===== config.mk =====
export PLATFORM = sky130hd
export DESIGN_NAME = smeu_stack
export DESIGN_NICKNAME = d
export VERILOG_FILES = /design/src/hdl/smeu_pkg.sv /design/src/hdl/smeu_stack.sv
export SDC_FILE = /design/constraint.sdc
export NUM_CORES = 2
export LEC_CHECK = 0
export BUFFER_PORTS_ARGS = -buffer_cell sky130_fd_sc_hd__buf_4
export CORE_MARGIN = 10
export CORE_UTILIZATION = 45
export CTS_BUF_LIST = sky130_fd_sc_hd__clkbuf_8
export CTS_CLUSTER_SIZE = 10
export DETAILED_ROUTE_END_ITERATION = 8
export HOLD_SLACK_MARGIN = 0.1
export PLACE_DENSITY = 0.61
export SKIP_LAST_GASP = 1
export SYNTH_ARGS = -nofsm -noshare
export SYNTH_HDL_FRONTEND = slang
export SYNTH_SLANG_ARGS = --single-unit

===== constraint.sdc =====
create_clock -name clk -period 7.3 [get_ports clk]
set_input_delay 0.73 -clock clk [delete_from_list [all_inputs] [get_ports clk]]
set_output_delay 0.73 -clock clk [all_outputs]
set_load 0.03 [all_outputs]

===== src/hdl/smeu_pkg.sv =====
`timescale 1ns / 1ps
// Shared types and codes for the stack machine execute unit.
// No dependencies; every other file refers to this package by scoped names.
package smeu_pkg;

    localparam int PC_W   = 11;
    localparam int DATA_W = 32;

    // Instruction opcodes
    localparam logic [3:0] OP_PUSHIMM = 4'd0;
    localparam logic [3:0] OP_PUSHVAR = 4'd1;
    localparam logic [3:0] OP_POPVAR  = 4'd2;
    localparam logic [3:0] OP_ADD     = 4'd3;
    localparam logic [3:0] OP_SUB     = 4'd4;
    localparam logic [3:0] OP_MUL     = 4'd5;
    localparam logic [3:0] OP_DIV     = 4'd6;
    localparam logic [3:0] OP_MOD     = 4'd7;
    localparam logic [3:0] OP_READ    = 4'd8;
    localparam logic [3:0] OP_WRITE   = 4'd9;
    localparam logic [3:0] OP_JMP     = 4'd10;
    localparam logic [3:0] OP_JI      = 4'd11;
    localparam logic [3:0] OP_END     = 4'd12;

    // Status codes
    localparam logic [3:0] ST_OK     = 4'd0;
    localparam logic [3:0] ST_UNDER  = 4'd1;
    localparam logic [3:0] ST_OVER   = 4'd2;
    localparam logic [3:0] ST_UNKVAR = 4'd3;
    localparam logic [3:0] ST_DIVZ   = 4'd4;
    localparam logic [3:0] ST_NOTNAT = 4'd5;
    localparam logic [3:0] ST_JBOUND = 4'd6;
    localparam logic [3:0] ST_BADOP  = 4'd7;
    localparam logic [3:0] ST_HALTED = 4'd8;

    typedef struct packed {
        logic [3:0]               req_type;
        logic signed [DATA_W-1:0] operand_value;
        logic [3:0]               var_index;
        logic signed [DATA_W-1:0] jump_target;
    } req_t;

    typedef struct packed {
        logic [3:0]               status;
        logic                     write_valid;
        logic signed [DATA_W-1:0] write_value;
        logic [PC_W-1:0]          next_pc;
        logic                     halted;
    } rsp_t;

    typedef struct packed {
        logic start;
        logic want_mod;
    } div_ctl_t;

endpackage


===== src/hdl/smeu_stack.sv =====
`timescale 1ns / 1ps
// Operand stack memory: one write port, two registered read ports.
// Depends on smeu_pkg for the data width.
module smeu_stack
#(
    parameter int DEPTH = 64
)
(
    input  logic                        clk,
    input  logic [$clog2(DEPTH)-1:0]    rd_addr_a,
    input  logic [$clog2(DEPTH)-1:0]    rd_addr_b,
    output logic [smeu_pkg::DATA_W-1:0] rd_data_a,
    output logic [smeu_pkg::DATA_W-1:0] rd_data_b,
    input  logic                        wr_en,
    input  logic [$clog2(DEPTH)-1:0]    wr_addr,
    input  logic [smeu_pkg::DATA_W-1:0] wr_data
);
    logic [smeu_pkg::DATA_W-1:0] mem [DEPTH];

    always_ff @(posedge clk)
    begin
        if (wr_en)
        begin
            mem[wr_addr] <= wr_data;
        end
        rd_data_a <= mem[rd_addr_a];
        rd_data_b <= mem[rd_addr_b];
    end

endmodule

==> parameters.txt <==
Parameter                              Value

Run status
  Run status ... finished, final reports clean

Layout
  Utilization after layout ... 50.5%
  FILL cells ... 16900
  Final layout net count ... 4729
  Share of layout cells above drive strength 1 ... 39.3%
  Most common library cell in the layout ignoring fill and taps ... edfxtp_1
  Post-route design area ... 107000 um2
  Area added between synthesis and finish ... 11.8%
  Commonest cells after routing, fill and taps aside ... 2048 x edfxtp_1, 1124 x mux4_2, 399 x clkbuf_8, 223 x buf_4, 204 x mux2i_1
  Filler-free cell count of the finished design ... 7779

Clock network
  Count of cells resized by post-cts repair ... 0
  Worst-skew pair later-pin latency ... 1.09 ns
  Number of H-tree levels ... 5
  TritonCTS clock tree ... yes
  Total CTS buffers ... 360
  Number of buffers inserted by post-CTS setup repair ... 0
  Hold Buf Count CTS ... 0
  Clock tree root buffer cell ... clkbuf_8
  Clock input transition at the sequential cells of the worst setup and hold paths ... 0.07 ns
  Num Clock Sinks ... 2112
  Clk buf depth ... 4

Critical path
  Startpoint Class ... input port
  CP Class ... in -> reg
  WP buf/inv ... 3
  Type of destination of the critical path ... register
  Launching instance or port of the critical path ... rd_addr_b[0]
  Maximum single-stage delay on the critical path ... 0.67 ns
  Family with the most delay on the worst path ... buffers and inverters
  Required time worst endpoint ... 8.23 ns
  Critical-path top delay cell ... o22ai_1
  Crit path cell chain ... buf_8 > buf_12 > buf_12 > mux4_2 > mux4_2 > o22ai_1 > a21oi_1
  Largest driver fanout on the critical path ... 63
  Data arrival, critical path ... 4.27 ns
  Worst R2R Start ... mem[6][29]

Synth
  Post-Synthesis Mean Instance Area ... 21.7 um2
  Synth warnings ... 0
  Seq/Total Area, Yosys ... 65.6%
  Post-synth cell types ... 38
  Combined area of all synthesized cells ... 95700 um2
  Instance count of the mapped netlist ... 4412
  Flip-flop and latch count after synthesis ... 2112
  Number of nets in the synthesized netlist ... 4464

Die
  Vertical die dimension ... 481 um
  Boundary Pins ... 116
  Width of the die ... 481 um
  Row Count ... 169
  Total die area ... 231000 um2
  Core region area ... 212000 um2
  Starting utilization of the core area ... 45.1%

Detailed routing
  Via count ... 52700
  Via-per-instance ratio ... 6.78
  DRC violation count after routing ... 0
  Remaining antenna violation count after routing ... 0
  First-pass iteration count of the detailed router ... 5
  Wire length per cell ... 39.2 um
  DRT iter0 DRCs ... 7355
  Total wire length after detailed routing ... 305000 um

Power and ir drop
  Post-route total power ... 26.0 mW
  Pwr/cell area ... 243 nW/um2
  Switching fraction of total power ... 24.1%
  Clock Power Share ... 39.3%
  Sequential cell fraction of total power ... 52.0%
  Internal portion of total power ... 19.7 mW
  Static Leakage ... 33.8 nW
  Worst IR drop on VDD ... 0.216 mV
  Combinational cell fraction of total power ... 8.7%
  Psw ... 6.28 mW

Timing
  Final max-slew violation count ... 0
  Worst path setup slack after routing ... 3.95 ns
  Hold WS ... 0.190 ns
  Fin Setup TNS ... 0 ns
  Maximum clock skew at final layout ... 0.0643 ns
  Number of endpoints failing setup at the final stage ... 0
  Time the final worst path needs with I/O delays and setup ... 3.35 ns
  Slew at the pin closest to its max-slew limit ... 1.26 ns
  Achievable frequency ... 299 MHz
  Relative max-transition margin ... 16.0%
  Tcrit/Tclk final ... 45.9%
  Fin. Hold Viols ... 0
  Setup repair after global routing missed its margin ... false

Global route
  Number of global-route vias before repair ... 53700
  Antenna violations before repair ... 30
  Overflow left after global routing ... 0
  All-layer global routing usage ... 26.1%
  First-pass GRT wire length ... 424000 um
  Maximum number of pins on one net before global-route repair ... 105

Placed design
  Routability congestion estimate ... 0.811
  Post-Place Worst Slack ... 2.85 ns
  Area post-placement ... 100000 um2
  # port buffers ... 115
  Detailed-placement wirelength estimate ... 167000 um
  Placed Instances ... 7136

Worst hold path
  Type of the most critical hold path ... in -> reg
  Startpoint of the most critical hold path ... wr_data[8]

Run
  Max-cap viol count ... 0
## registers in the layout (all words and copies together), names as in the netlist
register,flops
mem,2048
rd_data_a,32
rd_data_b,32
## cell usage after synthesis (all sizes together)
cell       n  area (um2)
a211oi    15         113
a21boi     1        7.51
a21oi     58         290
a221oi    13         114
a22oi     85         638
a32oi      9        78.8
and2       6        37.5
buf      212        1240
clkbuf   135         507
dfxtp     64        1280
edfxtp  2048       61500
inv        1        3.75
mux2      36         405
mux2i    204        2040
mux4    1124       25300
nand2     93         349
nand2b     8        50.1
nand3      9        45.0
nand3b     6        45.0
nand4      2        12.5
nand4b     1        8.76
nor2      94         353
nor2b     19         119
nor3       3        15.0
o211a      1        10.0
o211ai    27         203
o21ai     49         245
o221ai    16         140
o22ai     56         350
o32a       9        90.1
o41ai      1        8.76
or2        3        18.8
or3        2        12.5
or3b       2        17.5
## path summary, 6_finish.rpt
check,end,slack [ns],depth (start not counted)
max,rd_data_b[10],3.95,7
min,mem[16][8],0.19,1
max reg2reg,rd_data_b[29],4.76,4
min reg2reg,rd_data_a[4],0.91,5
## power by group through the flow
stage	Combinational (mW)	Sequential, mW	Clock [mW]
floorplan	1.29	13.8	0
global placement	2.24	13.8	0
detailed placement	2.26	13.8	0
CTS	2.26	13.5	10.4
global route	2.37	13.5	10.9
finish	2.26	13.5	10.2
## routing by layer
metal,track usage [%],wire length (um)
met1,35.9,116000
met2,39.7,141000
met3,7.43,35800
met4,10.1,12300
met5,0,89
## cell families after synthesis
group | after synthesis | synth area share, %
AOI/OAI and AO/OA | 340 | 2.39
buffers and inverters | 348 | 1.83
DFF | 2112 | 65.6
muxes | 1364 | 29.0
and+or+nand+nor | 248 | 1.13
## worst register-to-register path, stage by stage (launching register included)
cell and delay, ns:
edfxtp_1 0.39, mux4_2 0.49, mux4_2 0.48, o22ai_1 0.74, a21oi_1 0.21
## cell type report
class | count | area (um2) | area share, %
Clock buffer | 399 | 5490 | 5.14
Tap cell | 2821 | 3530 | 3.30
Sequential cell | 2112 | 62800 | 58.7
Clock inverter | 232 | 1250 | 1.17
Multi-Input combinational cell | 1952 | 31700 | 29.6
Timing Repair Buffer | 250 | 2170 | 2.03
Antenna cell | 12 | 30.0 | 0.0281
Inverter | 1 | 3.75 | 0.00351
No activity file was read; power rests on OpenSTA's default activity.
