File: src/hdl/smeu_pkg.sv
`timescale 1ns / 1ps
// Shared types and codes for the stack machine execute unit.
// No dependencies; every other file refers to this package by scoped names.
package smeu_pkg;

    localparam int PC_W   = 11;
    localparam int DATA_W = 32;

    // Instruction opcodes
    localparam logic [3:0] OP_PUSHIMM = 4'd0;
    localparam logic [3:0] OP_PUSHVAR = 4'd1;
    localparam logic [3:0] OP_POPVAR  = 4'd2;
    localparam logic [3:0] OP_ADD     = 4'd3;
    localparam logic [3:0] OP_SUB     = 4'd4;
    localparam logic [3:0] OP_MUL     = 4'd5;
    localparam logic [3:0] OP_DIV     = 4'd6;
    localparam logic [3:0] OP_MOD     = 4'd7;
    localparam logic [3:0] OP_READ    = 4'd8;
    localparam logic [3:0] OP_WRITE   = 4'd9;
    localparam logic [3:0] OP_JMP     = 4'd10;
    localparam logic [3:0] OP_JI      = 4'd11;
    localparam logic [3:0] OP_END     = 4'd12;

    // Status codes
    localparam logic [3:0] ST_OK     = 4'd0;
    localparam logic [3:0] ST_UNDER  = 4'd1;
    localparam logic [3:0] ST_OVER   = 4'd2;
    localparam logic [3:0] ST_UNKVAR = 4'd3;
    localparam logic [3:0] ST_DIVZ   = 4'd4;
    localparam logic [3:0] ST_NOTNAT = 4'd5;
    localparam logic [3:0] ST_JBOUND = 4'd6;
    localparam logic [3:0] ST_BADOP  = 4'd7;
    localparam logic [3:0] ST_HALTED = 4'd8;

    typedef struct packed {
        logic [3:0]               req_type;
        logic signed [DATA_W-1:0] operand_value;
        logic [3:0]               var_index;
        logic signed [DATA_W-1:0] jump_target;
    } req_t;

    typedef struct packed {
        logic [3:0]               status;
        logic                     write_valid;
        logic signed [DATA_W-1:0] write_value;
        logic [PC_W-1:0]          next_pc;
        logic                     halted;
    } rsp_t;

    typedef struct packed {
        logic start;
        logic want_mod;
    } div_ctl_t;

endpackage

File: src/hdl/smeu_divider.sv
`timescale 1ns / 1ps
// Signed truncating divide/modulo, one quotient bit per cycle (restoring).
// Depends on smeu_pkg for the data width and control struct.
module smeu_divider
(
    input  logic                      clk,
    input  logic                      rst_n,
    input  smeu_pkg::div_ctl_t        ctl,
    input  logic [smeu_pkg::DATA_W-1:0] dividend,
    input  logic [smeu_pkg::DATA_W-1:0] divisor,
    output logic                      done,
    output logic [smeu_pkg::DATA_W-1:0] result
);
    localparam int W  = smeu_pkg::DATA_W;
    localparam int CW = $clog2(W + 1);

    logic [W-1:0]  rem_reg, rem_next;
    logic [W-1:0]  quo_reg, quo_next;
    logic [W-1:0]  den_reg;
    logic          na_reg, nb_reg, mod_reg;
    logic [CW-1:0] cnt_reg, cnt_next;
    logic          busy_reg, busy_next;
    logic [W:0]    trial;
    logic [W-1:0]  fix_q, fix_r;

    always_comb
    begin
        trial    = {rem_reg, quo_reg[W-1]} - {1'b0, den_reg};
        rem_next = trial[W] ? {rem_reg[W-2:0], quo_reg[W-1]} : trial[W-1:0];
        quo_next = {quo_reg[W-2:0], ~trial[W]};
        cnt_next = cnt_reg + CW'(1);
        busy_next = busy_reg && (cnt_next != CW'(W));
        fix_q = (na_reg ^ nb_reg) ? (W'(0) - quo_reg) : quo_reg;
        fix_r = na_reg ? (W'(0) - rem_reg) : rem_reg;
    end

    always_ff @(posedge clk or negedge rst_n)
    begin
        if (!rst_n)
        begin
            busy_reg <= 1'b0;
            done     <= 1'b0;
            cnt_reg  <= '0;
        end
        else
        begin
            done <= 1'b0;
            if (ctl.start)
            begin
                busy_reg <= 1'b1;
                cnt_reg  <= '0;
            end
            else if (busy_reg)
            begin
                busy_reg <= busy_next;
                cnt_reg  <= cnt_next;
                done     <= !busy_next;
            end
        end
    end

    always_ff @(posedge clk)
    begin
        if (ctl.start)
        begin
            // work on magnitudes, fix the signs at the end
            na_reg  <= dividend[W-1];
            nb_reg  <= divisor[W-1];
            mod_reg <= ctl.want_mod;
            rem_reg <= '0;
            quo_reg <= dividend[W-1] ? (W'(0) - dividend) : dividend;
            den_reg <= divisor[W-1] ? (W'(0) - divisor) : divisor;
        end
        else if (busy_reg)
        begin
            rem_reg <= rem_next;
            quo_reg <= quo_next;
        end
    end

    assign result = mod_reg ? fix_r : fix_q;

endmodule

File: config.mk
export PLATFORM = sky130hd
export DESIGN_NAME = smeu_divider
export DESIGN_NICKNAME = d
export VERILOG_FILES = /design/src/hdl/smeu_pkg.sv /design/src/hdl/smeu_divider.sv
export SDC_FILE = /design/constraint.sdc
export NUM_CORES = 1
export LEC_CHECK = 0
export BUFFER_PORTS_ARGS = -buffer_cell sky130_fd_sc_hd__buf_4
export CAP_MARGIN = 10
export CORE_ASPECT_RATIO = 1.5
export CORE_MARGIN = 3
export CORE_UTILIZATION = 35
export CTS_BUF_LIST = sky130_fd_sc_hd__clkbuf_8 sky130_fd_sc_hd__clkbuf_16
export DETAILED_ROUTE_END_ITERATION = 8
export PLACE_DENSITY = 0.55
export SYNTH_ARGS = -nofsm -noshare
export SYNTH_HDL_FRONTEND = slang
export SYNTH_SLANG_ARGS = --single-unit
File: constraint.sdc
create_clock -name clk -period 4 [get_ports clk]
set_clock_uncertainty 0.05 [all_clocks]
set_input_delay 0.2 -clock clk [delete_from_list [all_inputs] [get_ports clk]]
set_output_delay 0.2 -clock clk [all_outputs]
set_load 0.005 [all_outputs]
==> results of run 1 <==
[worst max path at each step]
| stage | slack (ns) | from | endpoint |
|---|---|---|---|
| after floorplan | 0.47 | quo_reg[31] | rem_reg[27] |
| after global placement | 0.32 | rem_reg[7] | result[28] |
| after detailed placement | 0.31 | rem_reg[7] | result[30] |
| after CTS | -0.05 | rem_reg[7] | result[30] |
| after global routing | -0.09 | rem_reg[7] | result[30] |
| final | 0.06 | rem_reg[6] | result[30] |
[critical path: stages, from the launching register on]
cell     delay [ns]
dfxtp_2        0.33
or4_4          0.54
or3_4          0.35
or4_4          0.42
or4_4          0.45
or3_4          0.35
or3_4          0.35
o21ai_2        0.13
xor2_1         0.16
a21oi_1        0.08
buf_4          0.15
[layer usage]
layer	up-vias	track usage	routed length (um)
met5	-	0	0
met3	22	0.0256	791
met4	0	0.0575	507
li1	3928	-	-
met1	3465	0.218	10300
met2	119	0.301	11200
[power groups by stage]
stage,Clock [mW],Sequential [mW],Combinational [mW]
after floorplan,0,1.66,3.49
after detailed placement,0,1.78,4.95
after CTS,0.932,1.76,5.09
after global placement,0,1.79,4.97
final,0.907,1.77,5.07
after global routing,0.973,1.81,5.63
[what timing repair did]
action | in CTS | in global routing
cloned | 0 | 0
hold endpoints to repair | 9 | 0
endpoints found under the setup margin | 2 | 4
hold buffers | 2 | 0
pin swaps | 4 | 5
gates resized for setup | 3 | 3
buffers inserted | 2 | 0
[per-stage QoR]
stage / instance area (um^2) / hold slack (ns) / setup slack, ns / utilization / cells
floorplan: 8790 / -0.146 / 0.469 / - / 1035
global placement: 9950 / -0.0251 / 0.320 / 0.406 / 1429
detailed placement: 9950 / -0.0244 / 0.306 / 0.406 / 1429
CTS: 10300 / 0.0234 / -0.0531 / 0.419 / 1449
global route: 10300 / 0.0233 / -0.0931 / 0.419 / 1449
finish: 10300 / 0.0330 / 0.0635 / 0.419 / 1449
[cell families after synthesis]
logic type	Yosys count	synth area share
xor gates and xnor gates	154	0.153
DFF	107	0.325
buffers and inverters	101	0.0434
AOI/OAI and AO/OA	291	0.212
muxes	33	0.0379
adders and majority gates	38	0.0549
and+or+nand+nor	311	0.173
[synthesized netlist by cell type (4+ instances only)]
master,instances,share of area
nand2_1,60,0.026
nand3b_1,5,0.0043
or4_1,10,0.0085
dfxtp_1,32,0.073
a31oi_1,5,0.0036
nand3_1,17,0.0097
nand2b_1,13,0.0093
o21bai_1,4,0.0034
o21a_1,5,0.0043
xnor2_1,72,0.072
clkbuf_1,44,0.019
or3_1,23,0.016
a21oi_1,98,0.056
o31ai_1,34,0.029
ha_1,37,0.053
buf_1,4,0.0017
edfxtp_1,67,0.23
nor3_1,13,0.0074
o41ai_1,17,0.017
a21o_1,16,0.014
o31a_1,4,0.0040
mux2i_1,31,0.035
xor2_1,82,0.082
or2_2,6,0.0043
o21ai_0,52,0.030
nand4_1,6,0.0043
nor4_1,8,0.0057
dfrtp_1,8,0.023
nor2b_1,8,0.0057
nor2_1,120,0.051
and3_1,6,0.0043
a211oi_1,27,0.023
inv_1,50,0.021
[layout make-up]
cell class / instances / area share
Timing Repair Buffer: 124 / 0.0934
Tap cell: 324 / 0.0394
Multi-Input combinational cell: 827 / 0.543
Clock inverter: 7 / 0.00584
Inverter: 51 / 0.0186
Sequential cell: 107 / 0.278
Clock buffer: 9 / 0.0219
==> results.py, run 1 <==
metrics = {
    "run_status": {
        "status": "finished, final reports clean",
    },
    "synth": {
        "ys_seq_elements": 107,
        "ys_types": 64,
        "syn_area_per_cell_um2": 8.49,
        "yosysWarnings": 0,
        "synth_edf_count": 67,
        "postSynthCellCount": 1035,
        "synth_fp_nets": 1141,
        "seq_area_frac_synth": 0.325,
        "synth_ff_type": "edfxtp_1",
        "synthArstFlopShare": 0.0748,
        "syn-cell-area_mm2": 0.00879,
    },
    "clock_tree": {
        "cts_root_buf": "clkbuf_16",
        "clkLatencyLatePin_ns": 0.36,
        "clk_path_buf_depth": 2,
        "cts.sinks": 107,
        "cts_tree": "yes",
        "h-tree-depth": 3,
        "path_clk_slew_ns": 0.08,
        "cts_buffers": 9,
    },
    "finish": {
        "layout_common_cells": "nor2_1 (120), buf_4 (120), a21oi_1 (98)",
        "drive_gt1_frac": 0.145,
        "nNetsFinal": 1226,
        "register_area_mm2": 0.00286,
        "syn2layout_area_growth_pct": 17.0,
        "diodes": 0,
        "fill_cells": 2560,
        "multi_input_area_mm2": 0.00558,
    },
    "route": {
        "drc": 0,
        "antenna_left": 0,
        "vias": 7534,
        "via_per_inst": 5.20,
        "wirelength_mm": 22.8,
        "dr.pass1.iters": 5,
        "drt_iter0_drc": 272,
        "wl_per_cell_um": 15.7,
    },
    "power_and_ir_drop": {
        "power_mw": 7.74,
        "p_seq_frac": 0.228,
        "power_leakage_nw": 4.15,
        "p_sw_mw": 3.36,
        "internal-power_mw": 4.38,
        "peakVddDrop_mv": 0.342,
        "p_sw_frac": 0.434,
        "p_clk_frac": 0.117,
        "p_per_area_mw_per_mm2": 753,
        "power_frac_comb": 0.655,
    },
    "timing": {
        "hold_viol_final": 0,
        "worst_pin_slew_ns": 0.776,
        "finalSetupViolCount": 0,
        "period_share": 0.984,
        "timing.setup.tns_ns": 0,
        "min_period_ns": 3.94,
        "fmax_ghz": 0.254,
        "slew_headroom": 0.478,
        "rsz0062_at_grt": "true",
        "maxSlewViolCount": 0,
    },
    "placement": {
        "hpwl_mm": 17.4,
        "place.gp.congestion": 0.839,
        "port_buffers": 100,
    },
    "worst_setup_path": {
        "r2r_end": "rem_reg[13]",
        "critPathLaunchType": "register",
        "required_ns": 3.75,
        "reg2reg_from": "quo_reg[31]",
        "worstPathMaxFanout": 4,
        "worstPathArrival_ns": 3.69,
        "r2r_slack_ns": 0.43,
        "endpoint_kind": "output pin",
        "critical_path_class": "reg -> out",
        "reg2reg_depth": 15,
    },
    "global_routing": {
        "first_global_vias": 7569,
        "grt_max_degree": 58,
        "grt_usage": 0.172,
        "grt_pass1_wl_mm": 37.9,
        "grt_overflow": 0,
        "grt_antenna_before_repair": 0,
    },
    "flow_run": {
        "cap_violations": 0,
    },
    "floorplan": {
        "io_pins": 101,
        "start_util": 0.358,
        "die_h_um": 200,
        "rows": 70,
        "fp.dieArea_mm2": 0.0271,
        "coreArea_mm2": 0.0245,
        "die_w_um": 135,
    },
    "min_path": {
        "hold_path_class": "in -> reg",
        "hold_end": "den_reg[0]",
        "hold_depth": 1,
        "min-delay-start": "divisor[0]",
    },
}
(Power assumes the default switching activity.)
==> inputs of run 2 (changes only) <==
CELL_PAD_IN_SITES_DETAIL_PLACEMENT = 1   (was not set)
CELL_PAD_IN_SITES_GLOBAL_PLACEMENT = 1   (was not set)
CORE_ASPECT_RATIO = not set   (was 1.5)
CORE_UTILIZATION = 29   (was 35)
PLACE_DENSITY = 0.59   (was 0.55)
==> run 2 against run 1 <==
Effect of this change: the flow now finishes with violations (setup timing); global-route usage shrank 1.6 points; cell area grew 1.0%; non-clock buffer count grew 2; sequential share of layout area shrank 0.32 points; clock-buffer cell count grew 2; combinational power grew 4.7%; register-to-register slack lost 0.05 ns; flip-flop and latch count is the same; hold slack gained 0.0053 ns; clock power grew 4.4%.
==> results.py, run 2 (same netlist as run 1, synthesis figures left out) <==
metrics = {
    "worst_setup_path": {
        "reg2reg_depth": 14,
        "critical_path_class": "reg -> out",
        "cp_top_family": "simple AND/OR/NAND/NOR gates",
        "required_ns": 3.75,
        "critPathLaunchType": "register",
        "max_stage_delay_ns": 0.54,
        "worstPathMaxFanout": 3,
        "reg2reg_from": "quo_reg[31]",
        "worstPathArrival_ns": 3.77,
        "r2r_slack_ns": 0.38,
        "r2r_end": "rem_reg[8]",
        "endpoint_kind": "output pin",
        "cp_slowest_cell": "or4_4",
        "cp_cell_sequence": "or4_4 -> or3_4 -> or4_4 -> or4_4 -> or3_4 -> or3_4 -> o21ai_2 -> xor2_1 -> a21oi_1 -> buf_4",
        "cp_num_buf_inv": 1,
    },
    "placement": {
        "place.gp.congestion": 0.833,
        "placedCellCount": 1496,
        "place_area_mm2": 0.0100,
        "hpwl_mm": 19.8,
        "port_buffers": 100,
    },
    "floorplan": {
        "die_w_um": 180,
        "io_pins": 101,
        "rows": 63,
        "fp.dieArea_mm2": 0.0324,
        "die_h_um": 180,
        "coreArea_mm2": 0.0297,
        "start_util": 0.296,
    },
    "route": {
        "wl_per_cell_um": 16.9,
        "dr.pass1.iters": 4,
        "drc": 0,
        "vias": 7811,
        "antenna_left": 0,
        "met2_length_mm": 13.0,
        "via_per_inst": 5.15,
        "wl_met1_mm": 11.7,
        "wl_met3_um": 682,
        "dr.max_layer_used": "met4",
        "wirelength_mm": 25.7,
        "drt_iter0_drc": 308,
    },
    "min_path": {
        "hold_path_class": "in -> reg",
        "hold_end": "den_reg[0]",
        "hold_depth": 1,
        "min-delay-start": "divisor[0]",
    },
    "clock_tree": {
        "h-tree-depth": 3,
        "clk_path_buf_depth": 2,
        "clkLatencyLatePin_ns": 0.36,
        "cts_root_buf": "clkbuf_16",
        "cts_buffers": 9,
        "path_clk_slew_ns": 0.07,
        "cts.sinks": 107,
        "cts_tree": "yes",
    },
    "timing": {
        "fin_ws_ns": -0.0249,
        "period_share": 1.01,
        "finalSetupViolCount": 2,
        "worst_pin_slew_ns": 0.802,
        "maxSlewViolCount": 0,
        "rsz0062_at_grt": "true",
        "fmax_ghz": 0.248,
        "hold_viol_final": 0,
        "slew_headroom": 0.461,
        "min_period_ns": 4.02,
        "holdWs_ns": 0.0382,
    },
    "finish": {
        "stdcell_count": 1517,
        "design_area_mm2": 0.0104,
        "nNetsFinal": 1228,
        "diodes": 0,
        "drive_gt1_frac": 0.147,
        "syn2layout_area_growth_pct": 18.2,
        "layout_common_cells": "buf_4 (123), nor2_1 (120), a21oi_1 (98)",
        "final_common_cell": "buf_4",
    },
    "power_and_ir_drop": {
        "power_leakage_nw": 4.16,
        "peakVddDrop_mv": 0.792,
        "p_per_area_mw_per_mm2": 774,
        "power_mw": 8.04,
    },
    "run_status": {
        "status": "finished with violations",
        "violations": "setup timing",
    },
    "global_routing": {
        "grt_max_degree": 73,
        "grt_overflow": 0,
        "grt_antenna_before_repair": 0,
        "grt_pass1_wl_mm": 42.1,
        "first_global_vias": 7931,
        "grt_usage": 0.156,
    },
    "flow_run": {
        "cap_violations": 0,
    },
}
-- run 2: per-layer routing --
layer / vias to the layer above / track usage
met2: 66 / 0.275
li1: 3924 / -
met4: 0 / 0.0298
met3: 13 / 0.0222
met1: 3808 / 0.205
met5: - / 0
-- run 2: area by class of cell --
class                   instances  area [um^2]
multi-input cells             827         5590
fillers                      3497        19300
inverters                      51          191
repair buffers                126          963
flip-flops and latches        107         2860
well taps                     390          488
clock buffers                  11          253
clock inverters                 5         51.3
-- run 2: power by group --
part / internal, mW / switching [mW]
Sequential: 1.42 / 0.367
Clock: 0.517 / 0.430
Combinational: 2.58 / 2.73
-- run 2: worst register-to-register path: stages (launching register included) --
cell      delay [ns]
edfxtp_1        0.36
inv_1           0.06
ha_1            0.25
fa_1            0.41
nand2b_1        0.18
a21oi_1         0.21
o21ai_0         0.21
o21ai_1         0.27
a31oi_1         0.19
o31ai_2         0.22
buf_4           0.20
xor2_4          0.28
buf_12          0.22
mux2i_1         0.24
a211oi_1        0.09
-- run 2: stage by stage --
step	setup TNS [ns]	setup slack (ns)	util
final	-0.0398	-0.0249	0.350
after global routing	-0.362	-0.146	0.350
after CTS	-0.0916	-0.0521	0.349
after detailed placement	0	0.302	0.337
after global placement	0	0.341	0.337
after floorplan	0	0.469	-
-- run 2: worst max-delay path by stage --
stage,from,end,slack (ns),depth (start not counted)
6_report,rem_reg[6],result[30],-0.02,10
5_1_grt,rem_reg[8],result[28],-0.15,10
4_1_cts,rem_reg[6],result[28],-0.05,10
2_1_floorplan,quo_reg[31],rem_reg[27],0.47,13
3_3_place_gp,rem_reg[8],result[30],0.34,10
3_5_place_dp,rem_reg[8],result[30],0.30,10
-- run 2: repair_timing --
| action | in CTS | in global routing |
|---|---|---|
| endpoints found under the setup margin | 2 | 4 |
| setup buffers | 3 | 0 |
| hold buffers | 2 | 0 |
| endpoints found under the hold margin | 9 | 0 |
| pin swaps | 2 | 1 |
| resized for setup | 2 | 3 |
==> inputs of run 3 (changes only) <==
PLACE_DENSITY = not set   (was 0.59)
PLACE_DENSITY_LB_ADDON = 0.1   (was not set)
==> run 3 against run 2 <==
Effect of this change: the flow still finishes with violations (setup timing); utilization is 0.097 points lower; maximum frequency is 0.29% lower; clock power is 5.9% lower; worst setup slack worse by 0.012 ns; first-iteration DRC count is 10% lower.
==> results.py, run 3 (same netlist as run 1, synthesis figures left out) <==
metrics = {
    "worst_setup_path": {
        "cp_slowest_cell": "or4_4",
        "critPathLaunchType": "register",
        "reg2reg_from": "quo_reg[31]",
        "required_ns": 3.75,
        "r2r_end": "rem_reg[11]",
        "cp_cell_sequence": "or4_4 -> or3_4 -> or4_4 -> or4_4 -> or3_4 -> or3_4 -> o21ai_2 -> xor2_1 -> a21oi_1 -> buf_4",
        "endpoint_kind": "output pin",
        "max_stage_delay_ns": 0.54,
        "critical_path_class": "reg -> out",
        "cp_num_buf_inv": 1,
        "worstPathMaxFanout": 3,
        "cp_top_family": "simple AND/OR/NAND/NOR gates",
        "worstPathArrival_ns": 3.79,
        "r2r_slack_ns": 0.37,
        "reg2reg_depth": 14,
    },
    "run_status": {
        "violations": "setup timing",
        "status": "finished with violations",
    },
    "finish": {
        "drive_gt1_frac": 0.147,
        "final_common_cell": "buf_4",
        "nNetsFinal": 1231,
        "diodes": 0,
        "utilization": 0.349,
        "fill_cells": 3497,
        "syn2layout_area_growth_pct": 17.9,
        "stdcell_count": 1520,
        "layout_common_cells": "buf_4 (127), nor2_1 (120), a21oi_1 (98)",
    },
    "floorplan": {
        "die_h_um": 180,
        "die_w_um": 180,
        "io_pins": 101,
        "coreArea_mm2": 0.0297,
        "start_util": 0.296,
        "rows": 63,
        "fp.dieArea_mm2": 0.0324,
    },
    "timing": {
        "rsz0062_at_grt": "true",
        "min_period_ns": 4.04,
        "fin_ws_ns": -0.0368,
        "worst_pin_slew_ns": 0.721,
        "hold_viol_final": 0,
        "finalSetupViolCount": 2,
        "holdWs_ns": 0.0437,
        "period_share": 1.01,
        "slew_headroom": 0.516,
        "maxSlewViolCount": 0,
        "fmax_ghz": 0.248,
    },
    "route": {
        "drt_iter0_drc": 276,
        "dr.pass1.iters": 5,
        "vias": 7834,
        "wirelength_mm": 26.0,
        "via_per_inst": 5.15,
        "drc": 0,
        "antenna_left": 0,
        "wl_per_cell_um": 17.1,
    },
    "global_routing": {
        "first_global_vias": 7708,
        "grt_antenna_before_repair": 0,
        "grt_pass1_wl_mm": 41.8,
        "grt_max_degree": 69,
        "grt_overflow": 0,
        "grt_usage": 0.155,
    },
    "power_and_ir_drop": {
        "p_sw_frac": 0.448,
        "p_per_area_mw_per_mm2": 759,
        "power_frac_comb": 0.664,
        "power_mw": 7.86,
        "p_clk_frac": 0.113,
        "p_sw_mw": 3.53,
        "peakVddDrop_mv": 0.762,
        "internal-power_mw": 4.34,
        "p_seq_frac": 0.223,
        "power_leakage_nw": 4.17,
    },
    "clock_tree": {
        "h-tree-depth": 3,
        "cts_tree": "yes",
        "cts_buffers": 9,
        "clkLatencyLatePin_ns": 0.36,
        "clk_path_buf_depth": 2,
        "cts.sinks": 107,
        "cts_root_buf": "clkbuf_16",
        "path_clk_slew_ns": 0.08,
    },
    "min_path": {
        "min-delay-start": "divisor[0]",
        "hold_end": "den_reg[0]",
        "hold_path_class": "in -> reg",
        "hold_depth": 1,
    },
    "placement": {
        "placedCellCount": 1500,
        "place.gp.congestion": 0.796,
        "port_buffers": 100,
        "hpwl_mm": 20.2,
    },
    "flow_run": {
        "cap_violations": 0,
    },
}
## run 3: layout make-up
class / count / area (um^2) / area share
Inverter: 51 / 191 / 0.0185
Tap cell: 390 / 488 / 0.0471
Timing Repair Buffer: 129 / 973 / 0.0939
Sequential cell: 107 / 2860 / 0.276
Multi-Input combinational cell: 827 / 5570 / 0.538
Clock inverter: 7 / 52.6 / 0.00507
Clock buffer: 9 / 225 / 0.0217
## run 3: how the worst max path moves through the flow
stage               cells after the start        start           to
detailed placement                     10   rem_reg[6]   result[28]
global route                           10   rem_reg[6]   result[30]
CTS                                    10   rem_reg[6]   result[30]
global placement                       10   rem_reg[6]   result[30]
finish                                 10   rem_reg[6]   result[30]
floorplan                              13  quo_reg[31]  rem_reg[27]
## run 3: worst reg2reg max path, delay by kind of cell, from the launching register on
family	cells	cell delay, ns
AOI/OAI and AO/OA	6	1.22
adders and majority gates	2	0.66
buffers and inverters	3	0.55
DFF	1	0.37
xor gates and xnor gates	1	0.23
muxes	1	0.23
and+or+nand+nor	1	0.18
## run 3: power groups by stage
stage	combinational (mW)	sequential [mW]	clock [mW]
global placement	5.10	1.79	0
floorplan	3.49	1.66	0
global route	5.83	1.80	0.959
finish	5.22	1.75	0.891
CTS	5.23	1.77	0.923
detailed placement	5.12	1.79	0
## run 3: layer usage
| metal | vias to the layer above | part of all wire | GRT usage |
|---|---|---|---|
| met3 | 24 | 0.020 | 0.0202 |
| met2 | 81 | 0.50 | 0.275 |
| met4 | 0 | 0.012 | 0.0304 |
| li1 | 3925 | - | - |
| met1 | 3804 | 0.47 | 0.204 |
| met5 | - | 0 | 0 |
## run 3: repair_timing
item                                    CTS  global route
resized for setup                         1             1
hold buffers                              2             0
gates cloned                              0             0
buffers inserted                          1             1
endpoints found under the hold margin     9             0
endpoints found under the setup margin    2             4
pin swaps                                 2             0
## run 3: metrics by stage
| step | area [um^2] | setup WS [ns] | TNS (ns) |
|---|---|---|---|
| finish | 10400 | -0.0368 | -0.0709 |
| detailed placement | 10000 | 0.351 | 0 |
| global placement | 10000 | 0.339 | 0 |
| floorplan | 8790 | 0.469 | 0 |
| CTS | 10400 | -0.0669 | -0.130 |
| global route | 10400 | -0.149 | -0.433 |
